--- config.mk ---
export PLATFORM = sky130hd
export DESIGN_NAME = sensor_reading_validator_top
export DESIGN_NICKNAME = d
export VERILOG_FILES = /design/src/hw/rtl/srv_pkg.sv /design/src/hw/rtl/sensor_reading_validator_top.sv
export VERILOG_INCLUDE_DIRS = /design/src /design/src/hw/rtl
export SDC_FILE = /design/constraint.sdc
export NUM_CORES = 1
export LEC_CHECK = 0
export CAP_MARGIN = 5
export CORE_ASPECT_RATIO = 1.5
export CORE_MARGIN = 5
export CORE_UTILIZATION = 25
export CTS_BUF_LIST = sky130_fd_sc_hd__clkbuf_4 sky130_fd_sc_hd__clkbuf_8 sky130_fd_sc_hd__clkbuf_16
export DETAILED_ROUTE_END_ITERATION = 6
export DONT_BUFFER_PORTS = 1
export PLACE_DENSITY = 0.49
export SYNTH_ARGS = -nofsm -noshare
export SYNTH_HDL_FRONTEND = slang
export SYNTH_SLANG_ARGS = --single-unit
--- constraint.sdc ---
create_clock -name clock -period 6.4 [get_ports clock]
set_input_delay 0.32 -clock clock [delete_from_list [all_inputs] [get_ports clock]]
set_output_delay 0.32 -clock clock [all_outputs]
set_load 0.02 [all_outputs]
--- src/hw/rtl/sensor_reading_validator_top_defines.svh ---
// assertion macros used by the validator rtl
`ifndef SENSOR_READING_VALIDATOR_TOP_DEFINES_SVH
`define SENSOR_READING_VALIDATOR_TOP_DEFINES_SVH

// same-cycle implication, checked outside reset
`define SRV_ASSERT_IMP(label, ante, cons, msg) \
   label: assert property (@(posedge clock) disable iff (reset) (ante) |-> (cons)) \
      else $error(msg);

// next-cycle implication, checked outside reset
`define SRV_ASSERT_NXT(label, ante, cons, msg) \
   label: assert property (@(posedge clock) disable iff (reset) (ante) |=> (cons)) \
      else $error(msg);

`endif

--- src/hw/rtl/srv_pkg.sv ---
package srv_pkg;

   // field widths
   localparam int DATA_W  = 16;
   localparam int COUNT_W = 8;
   localparam int DIV_W   = COUNT_W + 1;
   localparam int NUM_W   = DATA_W + COUNT_W + 1;
   localparam int STEP_W  = $clog2(DATA_W);
   localparam int CSR_IDX_W = 2;

   // status codes
   localparam logic [1:0] STATUS_ACCEPTED = 2'd0;
   localparam logic [1:0] STATUS_RANGE    = 2'd1;
   localparam logic [1:0] STATUS_JUMP     = 2'd2;
   localparam logic [1:0] STATUS_CLEARED  = 2'd3;

   // opcodes
   localparam logic OP_SAMPLE = 1'b0;
   localparam logic OP_CLEAR  = 1'b1;

   // configuration register indexes
   localparam logic [CSR_IDX_W-1:0] CSR_MINIMUM   = 2'd0;
   localparam logic [CSR_IDX_W-1:0] CSR_MAXIMUM   = 2'd1;
   localparam logic [CSR_IDX_W-1:0] CSR_TOLERANCE = 2'd2;

   typedef struct packed {
      logic              opcode;
      logic [DATA_W-1:0] sample;
   } req_type;

   typedef struct packed {
      logic [1:0]         status;
      logic [DATA_W-1:0]  current_value;
      logic [DATA_W-1:0]  previous_value;
      logic [DATA_W-1:0]  mean_value;
      logic [COUNT_W-1:0] reading_count;
   } rsp_type;

endpackage

--- src/hw/rtl/sensor_reading_validator_top.sv ---
// sequence: a clear or a rejected sample goes from the check step straight to the result;
// an accepted sample runs check, multiply-add, 16 divider steps, then the result
// throughput: one word at a time; the next waits until the result leaves (rsp_stall low);
// the radix-2 restoring divider (one quotient bit per cycle) forms the accepted-sample mean
// reset (synchronous, active high): current, previous and mean go to all ones,
// count to zero, limits to 0 / all ones, tolerance to all ones, no result pending
module sensor_reading_validator_top (
   input  logic                              clock,
   input  logic                              reset,
   input  logic                              req_valid,
   output logic                              req_stall,
   input  srv_pkg::req_type                  req_data,
   output logic                              rsp_valid,
   input  logic                              rsp_stall,
   output srv_pkg::rsp_type                  rsp_data,
   input  logic                              csr_valid,
   output logic                              csr_ready,
   input  logic [srv_pkg::CSR_IDX_W-1:0]     csr_index,
   input  logic [srv_pkg::DATA_W-1:0]        csr_wdata
);

   import srv_pkg::*;

   typedef enum logic [4:0] {
      ST_IDLE  = 5'b00001,
      ST_CHECK = 5'b00010,
      ST_MUL   = 5'b00100,
      ST_DIV   = 5'b01000,
      ST_DONE  = 5'b10000
   } state_type;

   localparam logic [COUNT_W-1:0] COUNT_MAX = '1;

   state_type           state_ff, state_in;
   logic [DATA_W-1:0]   min_ff, min_in;
   logic [DATA_W-1:0]   max_ff, max_in;
   logic [DATA_W-1:0]   tol_ff, tol_in;
   logic [DATA_W-1:0]   value_ff, value_in;
   logic [DATA_W-1:0]   last_ff, last_in;
   logic [DATA_W-1:0]   mean_ff, mean_in;
   logic [COUNT_W-1:0]  count_ff, count_in;
   logic                opcode_ff, opcode_in;
   logic [DATA_W-1:0]   sample_ff, sample_in;
   logic [1:0]          status_ff, status_in;
   logic [DIV_W-1:0]    rem_ff, rem_in;
   logic [DIV_W-1:0]    div_ff, div_in;
   logic [DATA_W-1:0]   quo_ff, quo_in;
   logic [STEP_W-1:0]   step_ff, step_in;

   logic [DATA_W-1:0]   diff;
   logic                range_bad;
   logic                jump_bad;
   logic [NUM_W-1:0]    num;
   logic [DIV_W:0]      trial;
   logic                qbit;
   logic [DATA_W-1:0]   quo_next;

   // handshake outputs
   assign req_stall = (state_ff != ST_IDLE);
   assign rsp_valid = (state_ff == ST_DONE);
   assign csr_ready = 1'b1;

   // result word reflects the state after the item
   assign rsp_data.status         = status_ff;
   assign rsp_data.current_value  = value_ff;
   assign rsp_data.previous_value = last_ff;
   assign rsp_data.mean_value     = mean_ff;
   assign rsp_data.reading_count  = count_ff;

   // range and slew checks
   assign range_bad = (sample_ff < min_ff) || (sample_ff > max_ff);
   assign diff      = (sample_ff >= value_ff) ? (sample_ff - value_ff) : (value_ff - sample_ff);
   assign jump_bad  = (count_ff != '0) && (diff > tol_ff);

   // numerator of the running mean
   assign num = NUM_W'(mean_ff) * NUM_W'(count_ff) + NUM_W'(sample_ff);

   // shared divider step: shift in next numerator bit, subtract if it fits
   assign trial    = {rem_ff, quo_ff[DATA_W-1]};
   assign qbit     = (trial >= {1'b0, div_ff});
   assign quo_next = {quo_ff[DATA_W-2:0], qbit};

   // sequencer and datapath next values
   always_comb begin
      state_in  = state_ff;
      min_in    = min_ff;
      max_in    = max_ff;
      tol_in    = tol_ff;
      value_in  = value_ff;
      last_in   = last_ff;
      mean_in   = mean_ff;
      count_in  = count_ff;
      opcode_in = opcode_ff;
      sample_in = sample_ff;
      status_in = status_ff;
      rem_in    = rem_ff;
      div_in    = div_ff;
      quo_in    = quo_ff;
      step_in   = step_ff;

      // configuration writes, unknown indexes dropped
      if (csr_valid && csr_ready) begin
         case (csr_index)
            CSR_MINIMUM:   min_in = csr_wdata;
            CSR_MAXIMUM:   max_in = csr_wdata;
            CSR_TOLERANCE: tol_in = csr_wdata;
            default: ;
         endcase
      end

      case (state_ff)
         ST_IDLE: begin
            if (req_valid) begin
               opcode_in = req_data.opcode;
               sample_in = req_data.sample;
               state_in  = ST_CHECK;
            end
         end
         ST_CHECK: begin
            if (opcode_ff == OP_CLEAR) begin
               mean_in   = '1;
               count_in  = '0;
               status_in = STATUS_CLEARED;
               state_in  = ST_DONE;
            end else if (range_bad) begin
               status_in = STATUS_RANGE;
               state_in  = ST_DONE;
            end else if (jump_bad) begin
               status_in = STATUS_JUMP;
               state_in  = ST_DONE;
            end else begin
               status_in = STATUS_ACCEPTED;
               state_in  = ST_MUL;
            end
         end
         ST_MUL: begin
            // high part is already below the divisor, so 16 steps give the quotient
            rem_in   = num[NUM_W-1:DATA_W];
            quo_in   = num[DATA_W-1:0];
            div_in   = {1'b0, count_ff} + DIV_W'(1);
            step_in  = STEP_W'(DATA_W - 1);
            state_in = ST_DIV;
         end
         ST_DIV: begin
            rem_in = qbit ? DIV_W'(trial - {1'b0, div_ff}) : trial[DIV_W-1:0];
            quo_in = quo_next;
            if (step_ff == '0) begin
               last_in  = value_ff;
               value_in = sample_ff;
               mean_in  = quo_next;
               if (count_ff != COUNT_MAX) begin
                  count_in = count_ff + COUNT_W'(1);
               end
               state_in = ST_DONE;
            end else begin
               step_in = step_ff - STEP_W'(1);
            end
         end
         ST_DONE: begin
            if (!rsp_stall) begin
               state_in = ST_IDLE;
            end
         end
         default: begin
            state_in = ST_IDLE;
         end
      endcase
   end

   // control and architectural state
   always_ff @(posedge clock) begin
      if (reset) begin
         state_ff <= ST_IDLE;
         min_ff   <= '0;
         max_ff   <= '1;
         tol_ff   <= '1;
         value_ff <= '1;
         last_ff  <= '1;
         mean_ff  <= '1;
         count_ff <= '0;
      end else begin
         state_ff <= state_in;
         min_ff   <= min_in;
         max_ff   <= max_in;
         tol_ff   <= tol_in;
         value_ff <= value_in;
         last_ff  <= last_in;
         mean_ff  <= mean_in;
         count_ff <= count_in;
      end
   end

   // working registers
   always_ff @(posedge clock) begin
      opcode_ff <= opcode_in;
      sample_ff <= sample_in;
      status_ff <= status_in;
      rem_ff    <= rem_in;
      div_ff    <= div_in;
      quo_ff    <= quo_in;
      step_ff   <= step_in;
   end

   `include "sensor_reading_validator_top_defines.svh"

   // a clear word shows an empty mean
   `SRV_ASSERT_IMP(a_clear_empties, rsp_valid && rsp_data.status == STATUS_CLEARED, count_ff == '0 && mean_ff == '1, "clear result with nonempty mean")
   // an accepted word leaves at least one reading counted
   `SRV_ASSERT_IMP(a_accept_counts, rsp_valid && rsp_data.status == STATUS_ACCEPTED, count_ff != '0, "accepted result with zero count")
   // divider remainder stays below the divisor
   `SRV_ASSERT_IMP(a_div_rem, state_ff == ST_DIV, rem_ff < div_ff, "divider remainder out of range")
   // last divider step hands over to the result
   `SRV_ASSERT_NXT(a_div_end, state_ff == ST_DIV && step_ff == '0, state_ff == ST_DONE, "divider did not finish")
   // check step goes to multiply or straight to the result
   `SRV_ASSERT_NXT(a_check_exit, state_ff == ST_CHECK, state_ff == ST_MUL || state_ff == ST_DONE, "bad exit from check")

endmodule
; Yosys cells after proc, flatten, opt, wreduce, memory -nomap -nowiden
; Index checks and enable logic that the tools add are counted.
[totals]
regBits = 166
in_bits = 40
out_inout_bits = 61
word_cells = 83
[classes]
addsub = 7
multipliers = 1
magnitude_cmp = 5
eq_ne = 15
mux = 22
reduce_logical = 17
[ops]
columns = op, count
row1 = 16-bit case mux with 2 select lines, 2
row2 = 16-bit two-way mux, 3
row3 = 16-bit greater-than comparator, 2
row4 = 16-bit subtractor, 2
row5 = 5-bit two-way mux, 6
row6 = 24-bit by 16-bit adder with 25-bit output, 1
row7 = 5-bit case mux with 5 select lines, 1
row8 = 16-bit by 8-bit multiplier with 24-bit output, 1
row9 = 8-bit two-way mux, 3
row10 = 9-bit case mux with 2 select lines, 1
row11 = 16-bit greater-or-equal comparator, 1
row12 = 16-bit < comparator, 1
row13 = 8-bit case mux with 2 select lines, 1
row14 = "2-bit != test, second input constant", 6
row15 = 2-bit AND reduction, 6
row16 = 10-bit by 9-bit greater-or-equal comparator with 1-bit output, 1
row17 = "8-bit by 1-bit adder with 9-bit output, second input constant", 1
row18 = 9-bit two-way mux, 1
row19 = 9-bit subtractor, 1
row20 = "8-bit by 1-bit adder with 8-bit output, second input constant", 1
row21 = "8-bit != test, second input constant", 1
row22 = 4-bit case mux with 2 select lines, 1
row23 = 8-bit nonzero test, 1
row24 = 3-bit AND reduction, 2
row25 = 18 further kinds, 20

; Logic depth before layout (Yosys ltp)
; Gate-level depths: netlist of the first run.
[logic_depth]
word_depth = 8
mapped_depth = 23
mapped_depth_nobuf = 21

; Least setup slack after synthesis of the first run
; Ideal clock, no wire load.
[synth_path]
path_kind = register to register
start = register count_ff[1]
end = register rem_ff[8] (data pin)
setup_ns = 0.138
t_arrival_ns = 5.438
required_time_ns = 6.262
setup_slack_ns = 0.823
stages_incl_launch_ff = 21
synth_period_minus_slack_ns = 5.577
cell_sequence = dfxtp_1 > clkbuf_1 > buf_1 > nand2_1 > fa_1 > inv_1 > fa_1 > inv_1 > fa_1 > fa_1 > inv_1 > ha_1 > buf_6 > a21o_1 > a211o_1 > a31o_2 > o2bb2ai_2 > o41ai_2 > o21ai_1 > or4b_1 > nand4_1
[synth_via]
elab_chain_cells = 3
[synth_lines]
columns = item, line
row1 = "start, declared", sensor_reading_validator_top.sv:41  ; logic [COUNT_W-1:0] count_ff, count_in;
row2 = "start signal, assigned", sensor_reading_validator_top.sv:189  ; count_ff <= count_in;
row3 = 16-bit by 8-bit multiplier with 24-bit output, sensor_reading_validator_top.sv:76  ; assign num = NUM_W'(mean_ff) * NUM_W'(count_ff) + NUM_W'(sample_ff);
row4 = 24-bit by 16-bit adder with 25-bit output, sensor_reading_validator_top.sv:76
row5 = 9-bit case mux with 2 select lines, sensor_reading_validator_top.sv:111  ; case (state_ff)
row6 = named net rem_in[8], sensor_reading_validator_top.sv:45  ; logic [DIV_W-1:0] rem_ff, rem_in;
row7 = "end signal, assigned", sensor_reading_validator_top.sv:198  ; rem_ff <= rem_in;
row8 = "end, declared", sensor_reading_validator_top.sv:45
; The timed path passes the listed nets, and every way through them passes these cells.
; A chain may end at the register's enable or synchronous reset.

; Worst setup path after layout of the first run
[layout_path]
start = register count_ff[6]
end = register rem_ff[8] (data pin)
; The elaborated chain is that of the path after synthesis.

==> results of run 1 <==
[power by group]
| part | total [W] | switching (W) | internal, W |
|---|---|---|---|
| registers | 0.00114 | 0.0000236 | 0.00112 |
| logic | 0.000349 | 0.000211 | 0.000139 |
| clock network | 0.000986 | 0.000476 | 0.000510 |
| total | 0.00248 | 0.000710 | 0.00177 |
[repair_timing]
action                                  4_1_cts  5_1_grt
endpoints found under the setup margin        0        0
buffers inserted                              0        0
hold buffers                                 35        0
endpoints found under the hold margin        87        0
[cell families after synthesis]
group	synth area share
AOI/OAI and AO/OA	0.145
xor gates and xnor gates	0.0271
adders and majority gates	0.273
buffers and inverters	0.0937
DFF	0.280
muxes	0.00766
other	0.000270
and+or+nand+nor	0.173
[critical path: cells and delay by family (launching register included)]
family / cells / cell delay, ns
buf+inv: 3 / 0.43
fa+ha+maj: 5 / 2.26
simple gates: 3 / 0.74
compound gates: 6 / 1.41
flops: 1 / 0.70
[flip-flops by register name, indices dropped and copies added, names as in the netlist]
name,cells
last_ff,16
max_ff,16
mean_ff,16
min_ff,16
quo_ff,16
sample_ff,16
tol_ff,16
value_ff,16
div_ff,9
rem_ff,9
count_ff,8
state_ff,5
step_ff,4
status_ff,2
opcode_ff,1
[metal layers]
layer,share of wire,GRT usage,vias up
li1,-,-,5284
met1,0.38,0.161,5349
met2,0.55,0.281,237
met3,0.040,0.0239,58
met4,0.032,0.0524,0
met5,0,0,-
[cell type report]
class | count | area, µm² | share of cell area
clock buffer | 19 | 440 | 0.0284
inverter | 250 | 938 | 0.0605
sequential | 166 | 3890 | 0.251
tap | 695 | 870 | 0.0560
clock inverter | 13 | 98.8 | 0.00637
timing repair buffer | 61 | 563 | 0.0363
multi-input combinational | 1109 | 8710 | 0.561
[cells in the final DEF, fill, tap and decap left out, drive strengths merged, types with 15 or more instances in the layout]
cell         instances
nor2b               18
xor2                19
xnor2               24
o21ai               59
ha                 138
dfxtp              109
clkbuf              19
a21o                34
nand3               15
fa                 103
inv                255
nand2              206
and2                63
a21oi               92
a211o               34
buf                 27
nand3b              20
dlygate4sd3         34
nor3                30
nor2               106
o211ai              25
edfxtp              57
[path summary, 6_finish.rpt]
check	end	startpoint	slack, ns	depth (start not counted)
max reg2reg	rem_ff[8]$_DFFE_PP_	count_ff[6]$_SDFFE_PP0P_	0.73	17
min	tol_ff[0]$_SDFFE_PP1P_	csr_wdata[0]	0.03	2
max	rem_ff[8]$_DFFE_PP_	count_ff[6]$_SDFFE_PP0P_	0.73	17
min reg2reg	min_ff[8]$_SDFFE_PP0P_	min_ff[8]$_SDFFE_PP0P_	0.46	2
[stage by stage]
| step | power (W) | worst slack, ns | util | hold WS, ns | std cells |
|---|---|---|---|---|---|
| floorplan | 0.00139 | 0.823 | - | 0.419 | 1608 |
| global placement | 0.00148 | 0.797 | 0.266 | 0.409 | 2246 |
| detailed placement | 0.00148 | 0.738 | 0.266 | 0.405 | 2246 |
| CTS | 0.00252 | 0.709 | 0.283 | 0.00421 | 2313 |
| global route | 0.00260 | 0.454 | 0.283 | 0.0303 | 2313 |
| finish | 0.00248 | 0.732 | 0.283 | 0.0307 | 2313 |
==> flow_metrics.env, run 1 <==
export IMPL_run_status="finished clean"
export IMPL_place_hpwl_um=35300
export IMPL_p_leak_nw=7.28
export IMPL_gp_congestion=0.854
export IMPL_crit_top_cell="fa_1"
export IMPL_netlist_top_cells_area="dfxtp_1 16%, fa_1 15%, ha_1 12%"
export IMPL_design_area_mm2=0.0155
export IMPL_setup_tns_ns=0
export IMPL_critPathCaptureType="register"
export IMPL_avgRoutedWirePerCell_um=19.1
export IMPL_clock_root_buffer="clkbuf_16"
export IMPL_tightestPinTransition_ns=1.17
export IMPL_ys_async_sr_fraction=0
export IMPL_finish_net_count=1886
export IMPL_path_cells="buf_4 > and2_1 > fa_1 > inv_1 > fa_1 > fa_1 > fa_1 > inv_1 > ha_1 > a21oi_1 > o21ai_0 > a31o_2 > o2bb2ai_2 > o41ai_2 > o21ai_1 > or4b_1 > nand4_1"
export IMPL_synth_nets=1889
export IMPL_io_pins=101
export IMPL_num_antenna_cells=0
export IMPL_die_h_um=299
export IMPL_yosysMostFrequentCell="inv_1"
export IMPL_vias_per_cell=4.72
export IMPL_drtIter0Drc=505
export IMPL_wl_um=44300
export IMPL_clock_fmax_mhz=176
export IMPL_ys_flop_type="dfxtp_1"
export IMPL_post_cts_resized=0
export IMPL_synth_top_area_cell="dfxtp_1"
export IMPL_cp_arrival_ns=5.98
export IMPL_portBuffers=0
export IMPL_rows=105
export IMPL_clk_pin_slew_worst_paths_ns=0.08
export IMPL_fin_crit_sh=0.886
export IMPL_p_per_area_mw_per_mm2=160
export IMPL_setup_violations=0
export IMPL_grt_max_degree=68
export IMPL_grt_use_total=0.146
export IMPL_grt_pass1_vias=11300
export IMPL_core_region_area_mm2=0.0549
export IMPL_hp_class="in2reg"
export IMPL_fillers=5938
export IMPL_worstSetupStartpointType="register"
export IMPL_maxCapViolations=0
export IMPL_ant_nets=0
export IMPL_clkLatencyLatePin_ns=0.45
export IMPL_drtPass1Iterations=5
export IMPL_layout_drive_gt1_share=0.0507
export IMPL_cts_tree="built"
export IMPL_ys_ff_latch=166
export IMPL_die_area_mm2=0.0605
export IMPL_slew_headroom=0.221
export IMPL_synth_yosys_seq_area_share=0.280
export IMPL_syn_area_mm2=0.0139
export IMPL_h_tree_depth=4
export IMPL_grt_pass1_wl_um=67900
export IMPL_synth_edff_count=57
export IMPL_start_util=0.253
export IMPL_cts_buffers=17
export IMPL_cts_path_max_buffers=2
export IMPL_overflow=0
export IMPL_hold_viol=0
export IMPL_synthToLayoutAreaGrowth_pct=11.7
export IMPL_critPathSlowestCell="dfxtp_1"
export IMPL_crit_fanout=16
export IMPL_final_min_clock_period_ns=5.67
export IMPL_cp_required_ns=6.71
export IMPL_synthCells=1608
export IMPL_synth_top_cell_area_share=0.157
export IMPL_fin_skew_ns=0.0119
export IMPL_postSynthAreaPerCell_um2=8.64
export IMPL_clkSinkCount=166
export IMPL_max_vdd_ir_drop_mv=0.149
export IMPL_placedInstanceArea_mm2=0.0146
export IMPL_chipWidth_um=202
export IMPL_grt_antenna_before_repair=0
export IMPL_drc=0
export IMPL_vias=10900
export IMPL_synth_warnings=0
export IMPL_synth_common_cells="250 x inv_1, 206 x nand2_1, 138 x ha_1"
export IMPL_crit_type="reg2reg"
export IMPL_rsz0062_at_grt="false"
export IMPL_synth_distinct_cells=70
export IMPL_slew_violations=0
export IMPL_cpPeakStageDelay_ns=0.70
Note: power is estimated with default switching activity, not from simulation.
==> run 2: changes to the inputs <==
--- a/config.mk
+++ b/config.mk
@@ -11,5 +11,4 @@
 export CORE_MARGIN = 5
 export CORE_UTILIZATION = 25
-export CTS_BUF_LIST = sky130_fd_sc_hd__clkbuf_4 sky130_fd_sc_hd__clkbuf_8 sky130_fd_sc_hd__clkbuf_16
 export DETAILED_ROUTE_END_ITERATION = 6
 export DONT_BUFFER_PORTS = 1
==> constraint.sdc (replaced) <==
create_clock -name clock -period 6.4 [get_ports clock]
set_input_delay 1.92 -clock clock [delete_from_list [all_inputs] [get_ports clock]]
set_output_delay 1.92 -clock clock [all_outputs]
set_load 0.02 [all_outputs]
==> flow_metrics.env, run 2 (synthesis results as in run 1) <==
export IMPL_drtIter0Drc=441
export IMPL_vias=10800
export IMPL_maxCapViolations=0
export IMPL_cts_tree="built"
export IMPL_place_hpwl_um=35700
export IMPL_ant_nets=0
export IMPL_num_antenna_cells=0
export IMPL_cts_path_max_buffers=2
export IMPL_crit_type="reg2reg"
export IMPL_critPathSlowestCell="dfxtp_1"
export IMPL_overflow=0
export IMPL_rsz0062_at_grt="false"
export IMPL_slew_violations=0
export IMPL_routed_top_layer="met4"
export IMPL_finish_net_count=1854
export IMPL_setup_tns_ns=0
export IMPL_crit_top_cell="fa_1"
export IMPL_slew_headroom=0.187
export IMPL_design_area_mm2=0.0152
export IMPL_postCtsSetupRepairBufs=0
export IMPL_seqCellArea_mm2=0.00389
export IMPL_grt_pass1_wl_um=67900
export IMPL_worstSetupStartpointType="register"
export IMPL_final_min_clock_period_ns=5.62
export IMPL_placedInstanceArea_mm2=0.0146
export IMPL_hold_viol=0
export IMPL_clkSinkCount=166
export IMPL_power_w=0.00249
export IMPL_holdWs_ns=0.455
export IMPL_fin_crit_sh=0.878
export IMPL_fillers=5931
export IMPL_die_area_mm2=0.0605
export IMPL_vias_per_cell=4.75
export IMPL_route_met3_wl_um=1630
export IMPL_p_per_area_mw_per_mm2=164
export IMPL_final_common_cell="inv_1"
export IMPL_cpPeakStageDelay_ns=0.76
export IMPL_core_region_area_mm2=0.0549
export IMPL_drtPass1Iterations=5
export IMPL_drc=0
export IMPL_hold_buffers=0
export IMPL_crit_fanout=10
export IMPL_cp_required_ns=6.66
export IMPL_cts_buffers=17
export IMPL_start_util=0.253
export IMPL_clock_fmax_mhz=178
export IMPL_max_vdd_ir_drop_mv=0.122
export IMPL_met1_length_um=16900
export IMPL_layout_drive_gt1_share=0.0530
export IMPL_wl_met2_um=24200
export IMPL_grt_pass1_vias=11400
export IMPL_gp_congestion=0.861
export IMPL_clock_root_buffer="clkbuf_16"
export IMPL_portBuffers=0
export IMPL_multi_input_area_mm2=0.00871
export IMPL_hp_class="reg2reg"
export IMPL_rows=105
export IMPL_critPathCaptureType="register"
export IMPL_h_tree_depth=4
export IMPL_cp_arrival_ns=5.88
export IMPL_path_cells="nand2_1 > fa_1 > inv_1 > fa_1 > inv_1 > fa_1 > fa_1 > inv_1 > ha_1 > a21oi_1 > nor2b_1 > a211o_1 > o211ai_1 > a21oi_1 > o311ai_0 > a21boi_0 > o31ai_1"
export IMPL_post_cts_resized=0
export IMPL_tightestPinTransition_ns=1.22
export IMPL_grt_max_degree=73
export IMPL_p_leak_nw=7.15
export IMPL_run_status="finished clean"
export IMPL_final_cell_mix="250 x inv_1, 206 x nand2_1, 138 x ha_1"
export IMPL_die_h_um=299
export IMPL_avgRoutedWirePerCell_um=19.4
export IMPL_clkLatencyLatePin_ns=0.45
export IMPL_clk_pin_slew_worst_paths_ns=0.08
export IMPL_synthToLayoutAreaGrowth_pct=9.43
export IMPL_grt_use_total=0.147
export IMPL_grt_antenna_before_repair=1
export IMPL_fin_skew_ns=0.0135
export IMPL_chipWidth_um=202
export IMPL_io_pins=101
export IMPL_setup_violations=0
export IMPL_wl_um=44200
## run 2: worst paths after layout
| kind | from | to | slack [ns] | cells after the start |
|---|---|---|---|---|
| worst max-delay path | mean_ff[8]$_SDFFE_PP1P_ | rem_ff[1]$_DFFE_PP_ | 0.78 | 17 |
| worst min-delay path | min_ff[4]$_SDFFE_PP0P_ | min_ff[4]$_SDFFE_PP0P_ | 0.45 | 2 |
| worst max register to register | mean_ff[8]$_SDFFE_PP1P_ | rem_ff[1]$_DFFE_PP_ | 0.78 | 17 |
| worst min register to register | min_ff[4]$_SDFFE_PP0P_ | min_ff[4]$_SDFFE_PP0P_ | 0.45 | 2 |
## run 2: power by group
group | total, W | switching, W | internal [W] | leakage, nW
combinational | 0.000317 | 0.000194 | 0.000123 | 5.46
clock | 0.00103 | 0.000517 | 0.000518 | 0.273
sequential | 0.00114 | 0.0000234 | 0.00112 | 1.42
total | 0.00249 | 0.000734 | 0.00176 | 7.15
## run 2: per-stage QoR
stage / utilization / instances / setup WS, ns
2_1_floorplan: - / 1608 / 0.823
3_5_place_dp: 0.266 / 2249 / 0.742
4_1_cts: 0.277 / 2281 / 0.724
6_report: 0.277 / 2281 / 0.782
5_1_grt: 0.277 / 2281 / 0.331
3_3_place_gp: 0.266 / 2249 / 0.807
## run 2: cell type report
cell class,count,area share
Clock inverter,14,0.00881
Sequential cell,166,0.256
Tap cell,695,0.0572
Multi-Input combinational cell,1109,0.573
Clock buffer,18,0.0282
Inverter,250,0.0618
Timing Repair Buffer,29,0.0143
## run 2: critical path: cells and delay by family, from the launching register on
family                     cells  cell delay (ns)
DFF                            1             0.76
AOI/OAI and AO/OA              7             1.87
buffers and inverters          3             0.14
and+or+nand+nor                2             0.26
adders and majority gates      5             2.38
## run 2: metal layers
metal	vias to the layer above	GRT usage
met5	-	0
met4	0	0.0514
met3	61	0.0241
met2	199	0.285
met1	5348	0.158
li1	5232	-
==> run 3: changes to the inputs <==
Settings changed: CAP_MARGIN 5 to 0, CORE_MARGIN 5 to 2, MAX_ROUTING_LAYER set to met4.
==> flow_metrics.env, run 3 (synthesis results as in run 1) <==
export IMPL_io_pins=101
export IMPL_setup_tns_ns=0
export IMPL_design_area_mm2=0.0152
export IMPL_drtPass1Iterations=5
export IMPL_final_common_cell="inv_1"
export IMPL_wl_um=41900
export IMPL_power_w=0.00254
export IMPL_internal_power_w=0.00185
export IMPL_drc=0
export IMPL_hp_class="reg2reg"
export IMPL_grt_pass1_wl_um=64600
export IMPL_fin_cells=2273
export IMPL_cts_buffers=17
export IMPL_fillers=5882
export IMPL_finish_net_count=1846
export IMPL_avgRoutedWirePerCell_um=18.4
export IMPL_clock_fmax_mhz=180
export IMPL_final_cell_mix="250 x inv_1, 206 x nand2_1, 138 x ha_1"
export IMPL_gp_congestion=0.901
export IMPL_clkSinkCount=166
export IMPL_h_tree_depth=4
export IMPL_cts_tree="built"
export IMPL_setup_violations=0
export IMPL_crit_fanout=13
export IMPL_ant_nets=0
export IMPL_overflow=0
export IMPL_clkLatencyLatePin_ns=0.46
export IMPL_crit_type="reg2reg"
export IMPL_clk_pin_slew_worst_paths_ns=0.07
export IMPL_switching_share=0.273
export IMPL_placedInstanceArea_mm2=0.0146
export IMPL_p_leak_nw=7.14
export IMPL_layout_drive_gt1_share=0.0482
export IMPL_die_area_mm2=0.0575
export IMPL_start_util=0.253
export IMPL_num_antenna_cells=0
export IMPL_postCtsSetupRepairBufs=0
export IMPL_hold_viol=0
export IMPL_cts_path_max_buffers=2
export IMPL_p_per_area_mw_per_mm2=168
export IMPL_cp_arrival_ns=5.77
export IMPL_vias=10800
export IMPL_rsz0062_at_grt="false"
export IMPL_cp_required_ns=6.60
export IMPL_hold_buffers=0
export IMPL_grt_pass1_vias=11100
export IMPL_pre_cts_slack_ns=0.817
export IMPL_pwr_share_comb=0.121
export IMPL_post_cts_resized=0
export IMPL_rows=105
export IMPL_vias_per_cell=4.75
export IMPL_run_status="finished clean"
export IMPL_dp_cells=2241
export IMPL_worstSetupStartpointType="register"
export IMPL_seqPwrFrac=0.448
export IMPL_max_vdd_ir_drop_mv=0.192
export IMPL_chipWidth_um=196
export IMPL_drtIter0Drc=409
export IMPL_fin_ws_ns=0.835
export IMPL_place_hpwl_um=33500
export IMPL_fin_skew_ns=0.0124
export IMPL_slew_headroom=0.242
export IMPL_synthToLayoutAreaGrowth_pct=9.34
export IMPL_p_sw_w=0.000695
export IMPL_clock_power_share=0.431
export IMPL_fin_crit_sh=0.870
export IMPL_core_region_area_mm2=0.0548
export IMPL_slew_violations=0
export IMPL_die_h_um=293
export IMPL_clock_root_buffer="clkbuf_16"
export IMPL_maxCapViolations=0
export IMPL_grt_use_total=0.154
export IMPL_grt_max_degree=73
export IMPL_portBuffers=0
export IMPL_final_min_clock_period_ns=5.56
export IMPL_critPathCaptureType="register"
export IMPL_tightestPinTransition_ns=1.14
export IMPL_grt_antenna_before_repair=0
## run 3: area by class of cell
| cell class | count | area (µm²) | area share |
|---|---|---|---|
| inverter | 250 | 938 | 0.0618 |
| clock inverter | 10 | 106 | 0.00700 |
| multi-input combinational | 1109 | 8710 | 0.574 |
| tap | 695 | 870 | 0.0573 |
| clock buffer | 22 | 507 | 0.0334 |
| sequential | 166 | 3890 | 0.256 |
| timing repair buffer | 21 | 158 | 0.0104 |
## run 3: critical path: stages, from the launching register on
cell and delay [ns]:
dfxtp_1 0.71, buf_4 0.37, nand2_1 0.12, fa_1 0.59
fa_1 0.45, fa_1 0.55, inv_1 0.06, fa_1 0.42
ha_1 0.29, and3_1 0.22, a211o_1 0.32, o211ai_1 0.31
a21oi_1 0.20, o311ai_0 0.37, nor3b_1 0.24, o31ai_1 0.09
## run 3: power groups by stage
| stage | Sequential, W | Combinational (W) | Clock (W) |
|---|---|---|---|
| 5_1_grt | 0.00114 | 0.000353 | 0.00116 |
| 3_3_place_gp | 0.00117 | 0.000306 | 0 |
| 4_1_cts | 0.00114 | 0.000313 | 0.00113 |
| 2_1_floorplan | 0.00115 | 0.000237 | 0 |
| 3_5_place_dp | 0.00117 | 0.000310 | 0 |
| 6_report | 0.00114 | 0.000307 | 0.00110 |
## run 3: final timing paths
check,startpoint,to,slack [ns],cells after the start
worst max register to register,count_ff[4]$_SDFFE_PP0P_,rem_ff[1]$_DFFE_PP_,0.84,15
worst max-delay path,count_ff[4]$_SDFFE_PP0P_,rem_ff[1]$_DFFE_PP_,0.84,15
worst min register to register,min_ff[5]$_SDFFE_PP0P_,min_ff[5]$_SDFFE_PP0P_,0.45,2
worst min-delay path,min_ff[5]$_SDFFE_PP0P_,min_ff[5]$_SDFFE_PP0P_,0.45,2
## run 3: through the flow
stage | util | hold WS, ns
finish | 0.277 | 0.452
global route | 0.277 | 0.481
global placement | 0.266 | 0.439
CTS | 0.277 | 0.453
detailed placement | 0.266 | 0.444
floorplan | - | 0.436
## run 3: per-layer routing
layer | share of wire | up-vias | GRT usage
li1 | - | 5202 | -
met1 | 0.37 | 5280 | 0.155
met2 | 0.54 | 240 | 0.284
met3 | 0.041 | 77 | 0.0325
met4 | 0.046 | 0 | 0.0689
met5 | 0 | - | -
